$ cat src/design/tbse_pkg.sv
// tbse_pkg: types, byte codes and sizes shared by the temperature bucket
// stream encoder. No dependencies.
package tbse_pkg;

	// input opcodes
	localparam logic OP_BEGIN  = 1'b0;
	localparam logic OP_SAMPLE = 1'b1;

	// stream byte codes
	localparam logic [7:0] BYTE_HDR0 = 8'hC1;
	localparam logic [7:0] BYTE_HDR1 = 8'h01;
	localparam logic [7:0] BYTE_TS   = 8'hF0;
	localparam logic [7:0] BYTE_EXC  = 8'hE5;
	localparam logic [7:0] BYTE_END  = 8'hEE;

	// configuration register indexes
	localparam logic [1:0] REG_EXC_LOW  = 2'd0;
	localparam logic [1:0] REG_EXC_HIGH = 2'd1;
	localparam logic [1:0] REG_BASE     = 2'd2;

	localparam int BUCKET_WIDTH = 50;
	localparam int NIB_W        = 4;
	localparam int TEMP_W       = 15;
	localparam int JOB_BYTES    = 7;
	localparam int JOB_CNT_W    = 3;
	localparam int Q_DEPTH      = 4;
	localparam int Q_PTR_W      = 2;
	localparam int Q_CNT_W      = 3;

	localparam logic [TEMP_W-1:0] RST_EXC_LOW  = 15'd2300;
	localparam logic [TEMP_W-1:0] RST_EXC_HIGH = 15'd2450;
	localparam logic [TEMP_W-1:0] RST_BASE     = 15'd2200;

	typedef struct packed {
		logic signed [TEMP_W-1:0] exc_low;
		logic signed [TEMP_W-1:0] exc_high;
		logic signed [TEMP_W-1:0] base;
	} cfg_t;

	// bytes caused by one item, in emit order
	typedef struct packed {
		logic [JOB_BYTES-1:0][7:0] bytes;
		logic [JOB_CNT_W-1:0]      count;
		logic                      ends;
	} job_t;

endpackage

$ cat src/design/tbse_item_if.sv
// tbse_item_if: input item channel (valid/ready plus sample payload)
// depends on nothing
interface tbse_item_if;
	logic               valid;
	logic               ready;
	logic               opcode;
	logic [15:0]        sample_count;
	logic [31:0]        time_ms;
	logic signed [14:0] temp_centi;

	modport source (output valid, opcode, sample_count, time_ms, temp_centi, input ready);
	modport sink (input valid, opcode, sample_count, time_ms, temp_centi, output ready);
endinterface

$ cat src/design/tbse_result_if.sv
// tbse_result_if: output byte channel (valid/ready plus byte and flags)
// depends on nothing
interface tbse_result_if;
	logic       valid;
	logic       ready;
	logic [7:0] out_byte;
	logic       last_in_run;
	logic       stream_end;

	modport source (output valid, out_byte, last_in_run, stream_end, input ready);
	modport sink (input valid, out_byte, last_in_run, stream_end, output ready);
endinterface

$ cat src/design/tbse_cfg_if.sv
// tbse_cfg_if: configuration write channel (valid/ready, index, data)
// depends on nothing
interface tbse_cfg_if;
	logic        valid;
	logic        ready;
	logic [1:0]  index;
	logic [14:0] data;

	modport source (output valid, index, data, input ready);
	modport sink (input valid, index, data, output ready);
endinterface

$ cat src/design/tbse_front.sv
// tbse_front: accepts items, keeps the stream state and builds the list of
// bytes each item causes. Depends on tbse_pkg and tbse_item_if.
module tbse_front import tbse_pkg::*; #(
	parameter int NUM_BUCKETS = 13
) (
	input  logic        clk,
	input  logic        arst_n,
	tbse_item_if.sink   item,
	input  cfg_t        cfg_regs,
	input  logic        q_full,
	output logic        q_push,
	output job_t        q_job
);

	logic                active_q, active_d;
	logic [15:0]         left_q, left_d;
	logic                seen_q, seen_d;
	logic                prev_exc_q, prev_exc_d;
	logic [NIB_W-1:0]    nib_q, nib_d;
	logic                pend_q, pend_d;
	logic                accept;
	logic                exc;
	logic signed [15:0]  diff;
	logic [NIB_W-1:0]    bucket;
	job_t                job_d;
	logic [JOB_CNT_W-1:0] n;

	assign item.ready = !q_full;
	assign accept     = item.valid && item.ready;

	// excursion test and bucket index
	always_comb begin
		exc  = (item.temp_centi < cfg_regs.exc_low) || (item.temp_centi > cfg_regs.exc_high);
		diff = {item.temp_centi[TEMP_W-1], item.temp_centi}
			- {cfg_regs.base[TEMP_W-1], cfg_regs.base};
		bucket = '0;
		if (!diff[15]) begin
			for (int k = 1; k < NUM_BUCKETS; k++) begin
				if (diff[14:0] >= 15'(k * BUCKET_WIDTH))
					bucket = NIB_W'(k);
			end
		end
	end

	// byte list and next state for the offered item
	always_comb begin
		active_d   = active_q;
		left_d     = left_q;
		seen_d     = seen_q;
		prev_exc_d = prev_exc_q;
		nib_d      = nib_q;
		pend_d     = pend_q;
		job_d      = '0;
		n          = '0;
		if (item.opcode == OP_BEGIN) begin
			active_d   = 1'b0;
			left_d     = '0;
			seen_d     = 1'b0;
			prev_exc_d = 1'b0;
			nib_d      = '0;
			pend_d     = 1'b0;
			job_d.bytes[n] = BYTE_HDR0;               n = n + 1'b1;
			job_d.bytes[n] = BYTE_HDR1;               n = n + 1'b1;
			job_d.bytes[n] = item.sample_count[7:0];  n = n + 1'b1;
			job_d.bytes[n] = item.sample_count[15:8]; n = n + 1'b1;
			job_d.bytes[n] = 8'(NUM_BUCKETS);         n = n + 1'b1;
			if (item.sample_count == '0) begin
				job_d.bytes[n] = BYTE_END;
				n = n + 1'b1;
				job_d.ends = 1'b1;
			end else begin
				active_d = 1'b1;
				left_d   = item.sample_count;
			end
		end else if (active_q) begin
			if (!seen_q) begin
				seen_d     = 1'b1;
				prev_exc_d = exc;
				job_d.bytes[n] = BYTE_TS;             n = n + 1'b1;
				job_d.bytes[n] = item.time_ms[7:0];   n = n + 1'b1;
				job_d.bytes[n] = item.time_ms[15:8];  n = n + 1'b1;
				job_d.bytes[n] = item.time_ms[23:16]; n = n + 1'b1;
				job_d.bytes[n] = item.time_ms[31:24]; n = n + 1'b1;
			end else if (exc != prev_exc_q) begin
				if (pend_d) begin
					job_d.bytes[n] = {nib_d, 4'h0};
					n = n + 1'b1;
					nib_d  = '0;
					pend_d = 1'b0;
				end
				job_d.bytes[n] = BYTE_EXC;
				n = n + 1'b1;
				prev_exc_d = exc;
			end
			// pack two buckets per byte, high nibble first
			if (!pend_d) begin
				nib_d  = bucket;
				pend_d = 1'b1;
			end else begin
				job_d.bytes[n] = {nib_d, bucket};
				n = n + 1'b1;
				nib_d  = '0;
				pend_d = 1'b0;
			end
			left_d = left_q - 16'd1;
			// stream closes on the final sample
			if (left_d == '0) begin
				if (pend_d) begin
					job_d.bytes[n] = {nib_d, 4'h0};
					n = n + 1'b1;
					nib_d  = '0;
					pend_d = 1'b0;
				end
				job_d.bytes[n] = BYTE_END;
				n = n + 1'b1;
				job_d.ends = 1'b1;
				active_d   = 1'b0;
				seen_d     = 1'b0;
				prev_exc_d = 1'b0;
			end
		end
		job_d.count = n;
	end

	assign q_push = accept && (n != '0);
	assign q_job  = job_d;

	// stream state
	always_ff @(posedge clk or negedge arst_n) begin
		if (!arst_n) begin
			active_q   <= 1'b0;
			left_q     <= '0;
			seen_q     <= 1'b0;
			prev_exc_q <= 1'b0;
			nib_q      <= '0;
			pend_q     <= 1'b0;
		end else if (accept) begin
			active_q   <= active_d;
			left_q     <= left_d;
			seen_q     <= seen_d;
			prev_exc_q <= prev_exc_d;
			nib_q      <= nib_d;
			pend_q     <= pend_d;
		end
	end

endmodule

$ cat src/design/tbse_fifo.sv
// tbse_fifo: short queue of byte lists between front and back
// depends on tbse_pkg
module tbse_fifo import tbse_pkg::*; (
	input  logic clk,
	input  logic arst_n,
	input  logic push,
	input  job_t push_job,
	input  logic pop,
	output job_t pop_job,
	output logic full,
	output logic empty
);

	job_t               mem_q [Q_DEPTH];
	logic [Q_PTR_W-1:0] wr_ptr_q;
	logic [Q_PTR_W-1:0] rd_ptr_q;
	logic [Q_CNT_W-1:0] count_q;

	assign full    = (count_q == Q_CNT_W'(Q_DEPTH));
	assign empty   = (count_q == '0);
	assign pop_job = mem_q[rd_ptr_q];

	// entry storage
	always_ff @(posedge clk) begin
		if (push)
			mem_q[wr_ptr_q] <= push_job;
	end

	// pointers and fill level
	always_ff @(posedge clk or negedge arst_n) begin
		if (!arst_n) begin
			wr_ptr_q <= '0;
			rd_ptr_q <= '0;
			count_q  <= '0;
		end else begin
			if (push)
				wr_ptr_q <= wr_ptr_q + 1'b1;
			if (pop)
				rd_ptr_q <= rd_ptr_q + 1'b1;
			case ({push, pop})
				2'b10:   count_q <= count_q + 1'b1;
				2'b01:   count_q <= count_q - 1'b1;
				default: count_q <= count_q;
			endcase
		end
	end

endmodule

$ cat src/design/tbse_back.sv
// tbse_back: sends queued byte lists one beat per cycle while result is
// ready, through an output register. Needs tbse_pkg and tbse_result_if.
module tbse_back import tbse_pkg::*; (
	input  logic          clk,
	input  logic          arst_n,
	input  job_t          q_job,
	input  logic          q_empty,
	output logic          q_pop,
	tbse_result_if.source result
);

	job_t                 cur_q;
	logic                 busy_q;
	logic [JOB_CNT_W-1:0] idx_q;
	logic                 out_valid_q;
	logic [7:0]           byte_q;
	logic                 last_q;
	logic                 end_q;
	logic                 emit;
	logic                 is_last;

	assign emit    = busy_q && (!out_valid_q || result.ready);
	assign is_last = (idx_q == cur_q.count - 1'b1);
	assign q_pop   = !q_empty && (!busy_q || (emit && is_last));

	assign result.valid       = out_valid_q;
	assign result.out_byte    = byte_q;
	assign result.last_in_run = last_q;
	assign result.stream_end  = end_q;

	// current byte list
	always_ff @(posedge clk) begin
		if (q_pop)
			cur_q <= q_job;
	end

	// walk through the list
	always_ff @(posedge clk or negedge arst_n) begin
		if (!arst_n) begin
			busy_q <= 1'b0;
			idx_q  <= '0;
		end else if (q_pop) begin
			busy_q <= 1'b1;
			idx_q  <= '0;
		end else if (emit) begin
			if (is_last)
				busy_q <= 1'b0;
			idx_q <= idx_q + 1'b1;
		end
	end

	// output beat register
	always_ff @(posedge clk or negedge arst_n) begin
		if (!arst_n)
			out_valid_q <= 1'b0;
		else if (emit)
			out_valid_q <= 1'b1;
		else if (result.ready)
			out_valid_q <= 1'b0;
	end

	always_ff @(posedge clk) begin
		if (emit) begin
			byte_q <= cur_q.bytes[idx_q];
			last_q <= is_last;
			end_q  <= is_last && cur_q.ends;
		end
	end

endmodule

$ cat src/design/temperature_bucket_stream_encoder_unit.sv
// temperature_bucket_stream_encoder_unit: top level with configuration
// registers, front, queue and back. Depends on tbse_pkg, the channel
// interfaces, tbse_front, tbse_fifo and tbse_back.
//
//  channel  role  payload
//  item     sink  opcode, sample_count, time_ms, temp_centi
//  result   src   out_byte, last_in_run, stream_end
//  cfg      sink  index, data (always ready)
//
// An item is taken while the four-entry queue has room; the back sends one
// beat per cycle while result is ready, with no gap between items. An item
// causes up to 7 bytes. A sample inside a stream causes 0 or 1 bytes unless
// it is the first one, changes the excursion state or closes the stream.
// With the back idle, an accepted item passes the queue entry, the current
// list register and the output register before its first beat shows.
// arst_n clears the stream state, the queue and the output register and
// loads the thresholds and the bucket base with their defaults.
// A stalled result holds its beat; the queue then fills and item.ready drops.
module temperature_bucket_stream_encoder_unit import tbse_pkg::*; #(
	parameter int NUM_BUCKETS = 13
) (
	input  logic          clk,
	input  logic          arst_n,
	tbse_item_if.sink     item,
	tbse_result_if.source result,
	tbse_cfg_if.sink      cfg
);

	cfg_t cfg_q;
	logic q_push;
	logic q_pop;
	logic q_full;
	logic q_empty;
	job_t push_job;
	job_t pop_job;

	assign cfg.ready = 1'b1;

	// configuration registers
	always_ff @(posedge clk or negedge arst_n) begin
		if (!arst_n) begin
			cfg_q.exc_low  <= RST_EXC_LOW;
			cfg_q.exc_high <= RST_EXC_HIGH;
			cfg_q.base     <= RST_BASE;
		end else if (cfg.valid && cfg.ready) begin
			case (cfg.index)
				REG_EXC_LOW:  cfg_q.exc_low  <= cfg.data;
				REG_EXC_HIGH: cfg_q.exc_high <= cfg.data;
				REG_BASE:     cfg_q.base     <= cfg.data;
				default:      cfg_q          <= cfg_q;
			endcase
		end
	end

	tbse_front #(
		.NUM_BUCKETS (NUM_BUCKETS)
	) u_front (
		.clk      (clk),
		.arst_n   (arst_n),
		.item     (item),
		.cfg_regs (cfg_q),
		.q_full   (q_full),
		.q_push   (q_push),
		.q_job    (push_job)
	);

	tbse_fifo u_fifo (
		.clk      (clk),
		.arst_n   (arst_n),
		.push     (q_push),
		.push_job (push_job),
		.pop      (q_pop),
		.pop_job  (pop_job),
		.full     (q_full),
		.empty    (q_empty)
	);

	tbse_back u_back (
		.clk     (clk),
		.arst_n  (arst_n),
		.q_job   (pop_job),
		.q_empty (q_empty),
		.q_pop   (q_pop),
		.result  (result)
	);

`ifndef NO_ASSERTIONS
	// queue never written when full
	a_no_overflow: assert property (@(posedge clk) disable iff (!arst_n)
		q_push |-> !q_full)
		else $error("queue written while full");

	// queue never read when empty
	a_no_underflow: assert property (@(posedge clk) disable iff (!arst_n)
		q_pop |-> !q_empty)
		else $error("queue read while empty");

	// end marker closes the run of its item
	a_end_is_last: assert property (@(posedge clk) disable iff (!arst_n)
		(result.valid && result.stream_end) |->
		(result.last_in_run && result.out_byte == BYTE_END))
		else $error("end beat not last or not the end code");
`endif

endmodule

$ cat src/flat_wrapper.sv
// flat-port wrapper written by rule: the top's interface ports become plain ports
module temperature_bucket_stream_encoder_unit_flat import tbse_pkg::*;
#(
	parameter int NUM_BUCKETS = 13
)
  (clk, arst_n, item_valid, item_opcode, item_sample_count, item_time_ms, item_temp_centi, item_ready, result_valid, result_out_byte, result_last_in_run, result_stream_end, result_ready, cfg_valid, cfg_index, cfg_data, cfg_ready);
  tbse_item_if item_i ();
  tbse_result_if result_i ();
  tbse_cfg_if cfg_i ();
  input  logic clk;
  input  logic arst_n;
  input wire logic [$bits(item_i.valid)-1:0] item_valid;
  input wire logic [$bits(item_i.opcode)-1:0] item_opcode;
  input wire logic [$bits(item_i.sample_count)-1:0] item_sample_count;
  input wire logic [$bits(item_i.time_ms)-1:0] item_time_ms;
  input wire logic [$bits(item_i.temp_centi)-1:0] item_temp_centi;
  output wire logic [$bits(item_i.ready)-1:0] item_ready;
  output wire logic [$bits(result_i.valid)-1:0] result_valid;
  output wire logic [$bits(result_i.out_byte)-1:0] result_out_byte;
  output wire logic [$bits(result_i.last_in_run)-1:0] result_last_in_run;
  output wire logic [$bits(result_i.stream_end)-1:0] result_stream_end;
  input wire logic [$bits(result_i.ready)-1:0] result_ready;
  input wire logic [$bits(cfg_i.valid)-1:0] cfg_valid;
  input wire logic [$bits(cfg_i.index)-1:0] cfg_index;
  input wire logic [$bits(cfg_i.data)-1:0] cfg_data;
  output wire logic [$bits(cfg_i.ready)-1:0] cfg_ready;
  assign item_i.valid = item_valid;
  assign item_i.opcode = item_opcode;
  assign item_i.sample_count = item_sample_count;
  assign item_i.time_ms = item_time_ms;
  assign item_i.temp_centi = item_temp_centi;
  assign item_ready = item_i.ready;
  assign result_valid = result_i.valid;
  assign result_out_byte = result_i.out_byte;
  assign result_last_in_run = result_i.last_in_run;
  assign result_stream_end = result_i.stream_end;
  assign result_i.ready = result_ready;
  assign cfg_i.valid = cfg_valid;
  assign cfg_i.index = cfg_index;
  assign cfg_i.data = cfg_data;
  assign cfg_ready = cfg_i.ready;
  temperature_bucket_stream_encoder_unit #(.NUM_BUCKETS(NUM_BUCKETS)) u_core (.clk(clk), .arst_n(arst_n), .item(item_i), .result(result_i), .cfg(cfg_i));
endmodule
$ cat config.mk
export PLATFORM = sky130hd
export DESIGN_NAME = temperature_bucket_stream_encoder_unit_flat
export DESIGN_NICKNAME = d
export VERILOG_FILES = /design/src/design/tbse_pkg.sv /design/src/design/tbse_item_if.sv /design/src/design/tbse_result_if.sv /design/src/design/tbse_cfg_if.sv /design/src/design/tbse_front.sv /design/src/design/tbse_fifo.sv /design/src/design/tbse_back.sv /design/src/design/temperature_bucket_stream_encoder_unit.sv /design/src/flat_wrapper.sv
export SDC_FILE = /design/constraint.sdc
export NUM_CORES = 1
export LEC_CHECK = 0
export BUFFER_PORTS_ARGS = -buffer_cell sky130_fd_sc_hd__buf_4
export CAP_MARGIN = 0
export CORE_MARGIN = 1.5
export CORE_UTILIZATION = 44
export CTS_BUF_LIST = sky130_fd_sc_hd__clkbuf_16
export DETAILED_ROUTE_END_ITERATION = 10
export PLACE_DENSITY_LB_ADDON = 0.05
export SYNTH_ARGS = -nofsm -noshare
export SYNTH_HDL_FRONTEND = slang
export SYNTH_SLANG_ARGS = --single-unit
$ cat constraint.sdc
create_clock -name clk -period 15.1 [get_ports clk]
set_clock_uncertainty 0.05 [all_clocks]
set_input_delay 2.265 -clock clk [delete_from_list [all_inputs] [get_ports clk]]
set_output_delay 2.265 -clock clk [all_outputs]
set_load 0.1 [all_outputs]
==> out/qor.txt, run 1 <==
Die ar.: 42200 µm²
grt ovf: 0
Final setup violation count: 0
WHS: 0.449 ns
critical path's slowest cell: o41ai_4
Detailed Place HPWL: 28300 µm
maximum vdd ir drop: 0.0877 mV
worst setup margin: 7.68 ns
GRT Overall Usage: 0.212
Top Layer Used: met4
critical path class: primary input to register
Final min period: 7.42 ns
fillers: 3452
vias: 10800
number of synthesized flops with an enable pin: 310
clock root buffer: clkbuf_16
CTS Hold Buffers Added: 0
Area contributors post-synth: edfxtp_1 (52%), dfrtp_1 (9.0%), mux4_2 (8.5%), ha_1 (3.8%), dfstp_2 (2.3%)
Die W: 205 µm
Lkg Pwr: 7.54 nW
worst path cell trace: buf_4 -> ha_1 -> nor2b_1 -> a221oi_1 -> o22ai_1 -> o31ai_1 -> o211a_1 -> xor2_1 -> nand2_1 -> ha_1 -> a31oi_1 -> o311ai_0 -> o41ai_4 -> ha_1 -> inv_1 -> fa_1 -> xor2_1 -> nor2_1 -> xor2_1
placed inst area: 19300 µm²
routed wire length: 43300 µm
Mapped Avg Cell Area: 14.1 µm²
Place WS: 7.07 ns
crit path DAT: 7.86 ns
Synth top cells by count: edfxtp_1 (310), nand2_1 (88), inv_1 (76), nor2_1 (73), a21oi_1 (72)
clock tree buffer depth: 3
placer congestion estimate: 0.847
Seq cells post-synth: 391
most common cell in the netlist: edfxtp_1
crit path max fanout: 10
vias in the first global route: 11000
CTS tree: built
port bufs: 97
DRT Pass-1 Iters: 6
DRC: 0
routed length on met1: 20200 µm
Final #Nets: 1526
Pwr Density: 191 nW/µm²
pin count of the biggest net entering global routing: 67
worst skew pair latency: 0.57 ns
setup TNS: 0 ns
number of gates resized after CTS: 0
Non-Filler Instances: 1941
Critical R2R Launch: u_core.cfg_q[17]
MaxCap Viol Count: 0
outcome: finished, final reports clean
I/O Pins: 99
worst endpoint required time: 15.54 ns
WL/cell: 22.3 µm
synthesized area: 18000 µm²
Die H: 205 µm
Slew Viols, Final: 0
row cnt: 73
Most used DFF post-synth: edfxtp_1
Final Cycle Share: 0.491
htree depth: 2
Worst Max-Slew Pin Slew: 1.26 ns
Slew HR: 0.151
Yosys top cell by area: edfxtp_1
Max Fclk: 135 MHz
# Post-CTS Setup Buffers: 0
Synth warnings: 0
Starting DRT DRC Count: 755
synthesized instance count: 1277
Cells after DPL: 1864
final hold violations: 0
share of the synthesized area in the top cell type: 0.517
layout cell share with drive strength beyond 1: 0.218
post-route ant nets: 0
total CTS buffers: 43
Initial Util: 0.449
met2 wire len: 20200 µm
Critical Path Max Stage Delay: 0.92 ns
first-pass GRT wire length: 66300 µm
clock-pin slew on the worst setup and hold paths: 0.06 ns
drt via density: 5.57
TritonCTS Sinks: 391
met3 wire len: 1910 µm
Critical Path End Type: register
Seq/Total Area, Yosys: 0.631
startpoint class of the critical path: primary input
Distinct cells, synth: 76
core area: 40100 µm²
final instance area: 20700 µm²
crit path from: item_temp_centi[2]
Area Growth Syn to Fin: 14.7%
hold crit path type: register to register
RSZ-0062 raised after global routing: false
initial antenna violation count: 0
fraction of registers with async set/reset: 0.207
worst hold start: u_core.u_front.nib_q[0]
==> cell usage in the layout, fill, tap and decap left out, drive strengths merged, types with 11 or more instances in the layout <==
| cell type | n |
|---|---|
| nor3 | 21 |
| mux2i | 13 |
| xor2 | 12 |
| a21oi | 72 |
| nor2 | 73 |
| clkinv | 15 |
| xnor2 | 16 |
| nand3 | 24 |
| nand4 | 17 |
| clkbuf | 43 |
| nor2b | 11 |
| edfxtp | 310 |
| mux2 | 32 |
| dfstp | 16 |
| nand2 | 88 |
| a21o | 12 |
| nor4 | 17 |
| dfrtp | 65 |
| ha | 54 |
| inv | 90 |
| buf | 114 |
| o22ai | 16 |
| mux4 | 68 |
| o21ai | 71 |
==> kinds of logic after synthesis <==
group / synth area share
xor gates and xnor gates: 0.0136
and+or+nand+nor: 0.0818
adders and majority gates: 0.0397
DFF: 0.631
other: 0.000417
buffers and inverters: 0.0299
muxes: 0.112
AOI/OAI and AO/OA: 0.0915
==> sequential cells by signal, summed over array words and instances (netlist names) <==
| name | flops |
|---|---|
| u_core.u_back.result.stream_end | 1 |
| u_core.u_back.result.out_byte | 8 |
| u_core.u_back.idx_q | 3 |
| u_core.u_fifo.rd_ptr_q | 2 |
| u_core.u_front.pend_q | 1 |
| u_core.u_back.result.valid | 1 |
| u_core.u_front.prev_exc_q | 1 |
| u_core.u_front.active_q | 1 |
| u_core.u_back.busy_q | 1 |
| u_core.u_fifo.count_q | 3 |
| u_core.u_front.left_q | 16 |
| u_core.u_front.nib_q | 4 |
| u_core.cfg_q | 45 |
| u_core.u_front.seen_q | 1 |
| u_core.u_fifo.mem_q | 240 |
| u_core.u_fifo.wr_ptr_q | 2 |
| u_core.u_back.result.last_in_run | 1 |
| u_core.u_back.cur_q | 60 |
==> power breakdown <==
| group | internal (mW) | total [mW] | switching, mW | leakage (nW) |
|---|---|---|---|---|
| sequential | 1.51 | 1.66 | 0.148 | 3.81 |
| clock | 0.569 | 0.993 | 0.424 | 0.683 |
| combinational | 0.476 | 1.28 | 0.805 | 3.05 |
==> final cells by class <==
| cell class | instances | area [µm²] | area share |
|---|---|---|---|
| clock buffer | 43 | 1080 | 0.0521 |
| antenna | 1 | 2.50 | 0.000121 |
| inverter | 76 | 285 | 0.0138 |
| sequential | 391 | 11400 | 0.550 |
| clock inverter | 33 | 238 | 0.0115 |
| tap | 525 | 657 | 0.0318 |
| timing repair buffer | 114 | 856 | 0.0414 |
| multi-input combinational | 758 | 6180 | 0.299 |
==> through the flow <==
step / utilization / power, mW
final: 0.515 / 3.94
after global routing: 0.515 / 4.15
after CTS: 0.515 / 3.98
after detailed placement: 0.482 / 2.98
after global placement: 0.482 / 2.97
after floorplan: - / 2.59
==> critical path, delay by kind of cell <==
kind,cells,cell delay [ns]
fa+ha+maj,4,1.39
compound gates,7,2.59
simple gates,3,0.51
xor+xnor,3,0.89
buf+inv,2,0.20
==> path summary, 6_finish.rpt <==
check	end	slack, ns	depth (start not counted)
max	u_core.u_fifo.count_q[2]	7.68	19
min in group asynchronous	u_core.u_back.idx_q[1]	1.68	1
max reg2reg	u_core.u_fifo.count_q[2]	9.12	19
min reg2reg	u_core.u_front.nib_q[0]	0.45	2
min	u_core.u_front.nib_q[0]	0.45	2
max in group asynchronous	u_core.u_front.left_q[3]	12.27	2
==> layer usage <==
metal	GRT usage	up-vias
met5	0	-
met4	0.0529	0
met3	0.0377	57
met2	0.343	244
met1	0.297	5390
li1	-	5126
No activity file was read; power rests on OpenSTA's default activity.
==> run 2, diff against run 1 <==
==> constraint.sdc (replaced) <==
create_clock -name clk -period 6.7 [get_ports clk]
set_clock_uncertainty 0.05 [all_clocks]
set_input_delay 1.005 -clock clk [delete_from_list [all_inputs] [get_ports clk]]
set_output_delay 1.005 -clock clk [all_outputs]
set_load 0.1 [all_outputs]
==> out/qor.txt, run 2 (synthesis gave the netlist of run 1 again) <==
outcome: finished, final reports clean
worst endpoint required time: 7.14 ns (-8.40 ns)
Final min period: 5.50 ns
first-pass GRT wire length: 66700 µm (+0.72%)
CTS Hold Buffers Added: 0 (unchanged)
WL/cell: 22.1 µm (-0.77%)
vias in the first global route: 11200 (+1.9%)
Max Fclk: 182 MHz
I/O Pins: 99 (unchanged)
critical path class: primary input to register
Antenna Cells: 0 (-1)
worst skew pair latency: 0.57 ns (about the same)
worst setup margin: 1.20 ns (-6.48 ns)
MaxCap Viol Count: 0 (unchanged)
most common cell after layout, fill and taps aside: edfxtp_1
maximum vdd ir drop: 0.254 mV (+190%)
post-route ant nets: 0 (unchanged)
Slew Viols, Final: 0 (unchanged)
final hold violations: 0 (unchanged)
setup TNS: 0 ns (unchanged)
row cnt: 73 (unchanged)
hold crit path type: primary input to asynchronous set/reset pin
core area: 40100 µm² (unchanged)
# Post-CTS Setup Buffers: 0 (unchanged)
Final #Nets: 1531 (+0.33%)
clock root buffer: clkbuf_16
crit path DAT: 5.94 ns (-1.92 ns)
vias: 11000 (+1.8%)
Die H: 205 µm (unchanged)
total CTS buffers: 44 (+2.3%)
CTS tree: built
pin count of the biggest net entering global routing: 72 (+7.5%)
Critical R2R Launch: u_core.cfg_q[22]
Worst Max-Slew Pin Slew: 1.20 ns (-0.0536 ns)
Place WS: 0.679 ns (-6.40 ns)
Die W: 205 µm (unchanged)
Pwr Density: 432 nW/µm² (+130%)
most flop-heavy register: u_core.u_fifo.mem_q
crit path max fanout: 7 (-3)
Final setup violation count: 0 (unchanged)
R2R depth: 19 (unchanged)
Die ar.: 42200 µm² (unchanged)
R2R setup slack: 1.36 ns (-7.76 ns)
Detailed Place HPWL: 28300 µm (-0.12%)
DRT Pass-1 Iters: 5 (-1)
Area Growth Syn to Fin: 15.6%
port bufs: 97 (unchanged)
clock tree buffer depth: 3 (unchanged)
htree depth: 2 (unchanged)
GRT Overall Usage: 0.212 (+0.000243)
TritonCTS Sinks: 391 (unchanged)
WHS: 0.218 ns (-0.231 ns)
DRC: 0 (unchanged)
Slew HR: 0.187 (+0.0362)
startpoint class of the critical path: primary input
most frequent cells in the layout: edfxtp_1 (310), buf_4 (114), inv_1 (92)
grt ovf: 0 (unchanged)
Design Power: 8.99 mW (+130%)
Starting DRT DRC Count: 812 (+7.5%)
RSZ-0062 raised after global routing: false
Initial Util: 0.449 (unchanged)
FF-to-FF End: u_core.u_fifo.count_q[2]
clock-pin slew on the worst setup and hold paths: 0.06 ns (about the same)
largest registers: u_core.u_fifo.mem_q: 240 flops, u_core.u_back.cur_q: 60 flops, u_core.cfg_q: 45 flops
Final Cycle Share: 0.821
Lkg Pwr: 7.63 nW (+1.3%)
number of gates resized after CTS: 0 (unchanged)
routed wire length: 43100 µm (-0.31%)
layout cell share with drive strength beyond 1: 0.224 (+0.00549)
initial antenna violation count: 0 (unchanged)
max FFs per register: 240 (unchanged)
drt via density: 5.65 (+1.4%)
placer congestion estimate: 0.822 (-3.0%)
Critical Path End Type: register
run 2: changes by cell type in the layout (fill, tap and decap cells not counted), sizes merged:
| cell | change |
|---|---|
| clkinvlp | -1 |
| buf | +4 |
| clkbuf | +2 |
| inv | +3 |
| clkinv | +2 |
| diode | -1 |
run 2: metal layers:
metal,track usage,vias to the layer above,part of all wire,wire length [µm]
met2,0.342,278,0.48,20600
met1,0.297,5530,0.45,19500
met4,0.0657,0,0.022,963
met3,0.0328,65,0.048,2080
li1,-,5143,-,-
met5,0,-,0,0
run 2: worst max-delay path, stage by stage:
cell      delay [ns]
buf_4           0.12
ha_1            0.31
nor2b_1         0.14
a221oi_1        0.32
o22ai_1         0.14
o31ai_1         0.30
o211a_1         0.41
xnor2_1         0.22
a21oi_1         0.43
ha_1            0.32
a31oi_1         0.12
o311ai_0        0.39
o41ai_4         0.50
ha_1            0.26
inv_1           0.07
fa_1            0.42
xor2_1          0.15
nor2_1          0.12
xor2_1          0.18
run 2: final cells by class:
cell class | instances | area, µm²
Multi-Input combinational cell | 758 | 6180
Fill cell | 3378 | 19300
Clock buffer | 45 | 1130
Inverter | 76 | 285
Tap cell | 525 | 657
Sequential cell | 391 | 11400
Timing Repair Buffer | 118 | 936
Clock inverter | 37 | 277
run 2: stage by stage:
stage / instance area [µm²] / instances / utilization
floorplan: 18000 / 1284 / -
global placement: 19400 / 1868 / 0.484
detailed placement: 19400 / 1868 / 0.484
CTS: 20800 / 1950 / 0.519
global route: 20800 / 1950 / 0.519
finish: 20800 / 1950 / 0.519
run 2: power breakdown:
| part | switching (mW) | internal, mW |
|---|---|---|
| logic | 1.86 | 1.11 |
| clock network | 0.965 | 1.34 |
| registers | 0.317 | 3.40 |
| total | 3.14 | 5.85 |
run 2: how the worst max path moves through the flow:
stage,start,end,slack [ns],depth (start not counted)
global placement,item_temp_centi[2],u_core.u_fifo.count_q[2],0.88,19
CTS,item_temp_centi[2],u_core.u_fifo.count_q[2],1.26,19
finish,item_temp_centi[2],u_core.u_fifo.count_q[2],1.20,19
global route,item_temp_centi[2],u_core.u_fifo.count_q[2],0.86,19
detailed placement,item_temp_centi[2],u_core.u_fifo.count_q[2],0.68,19
floorplan,item_temp_centi[2],u_core.u_fifo.mem_q[0][0],-0.24,14
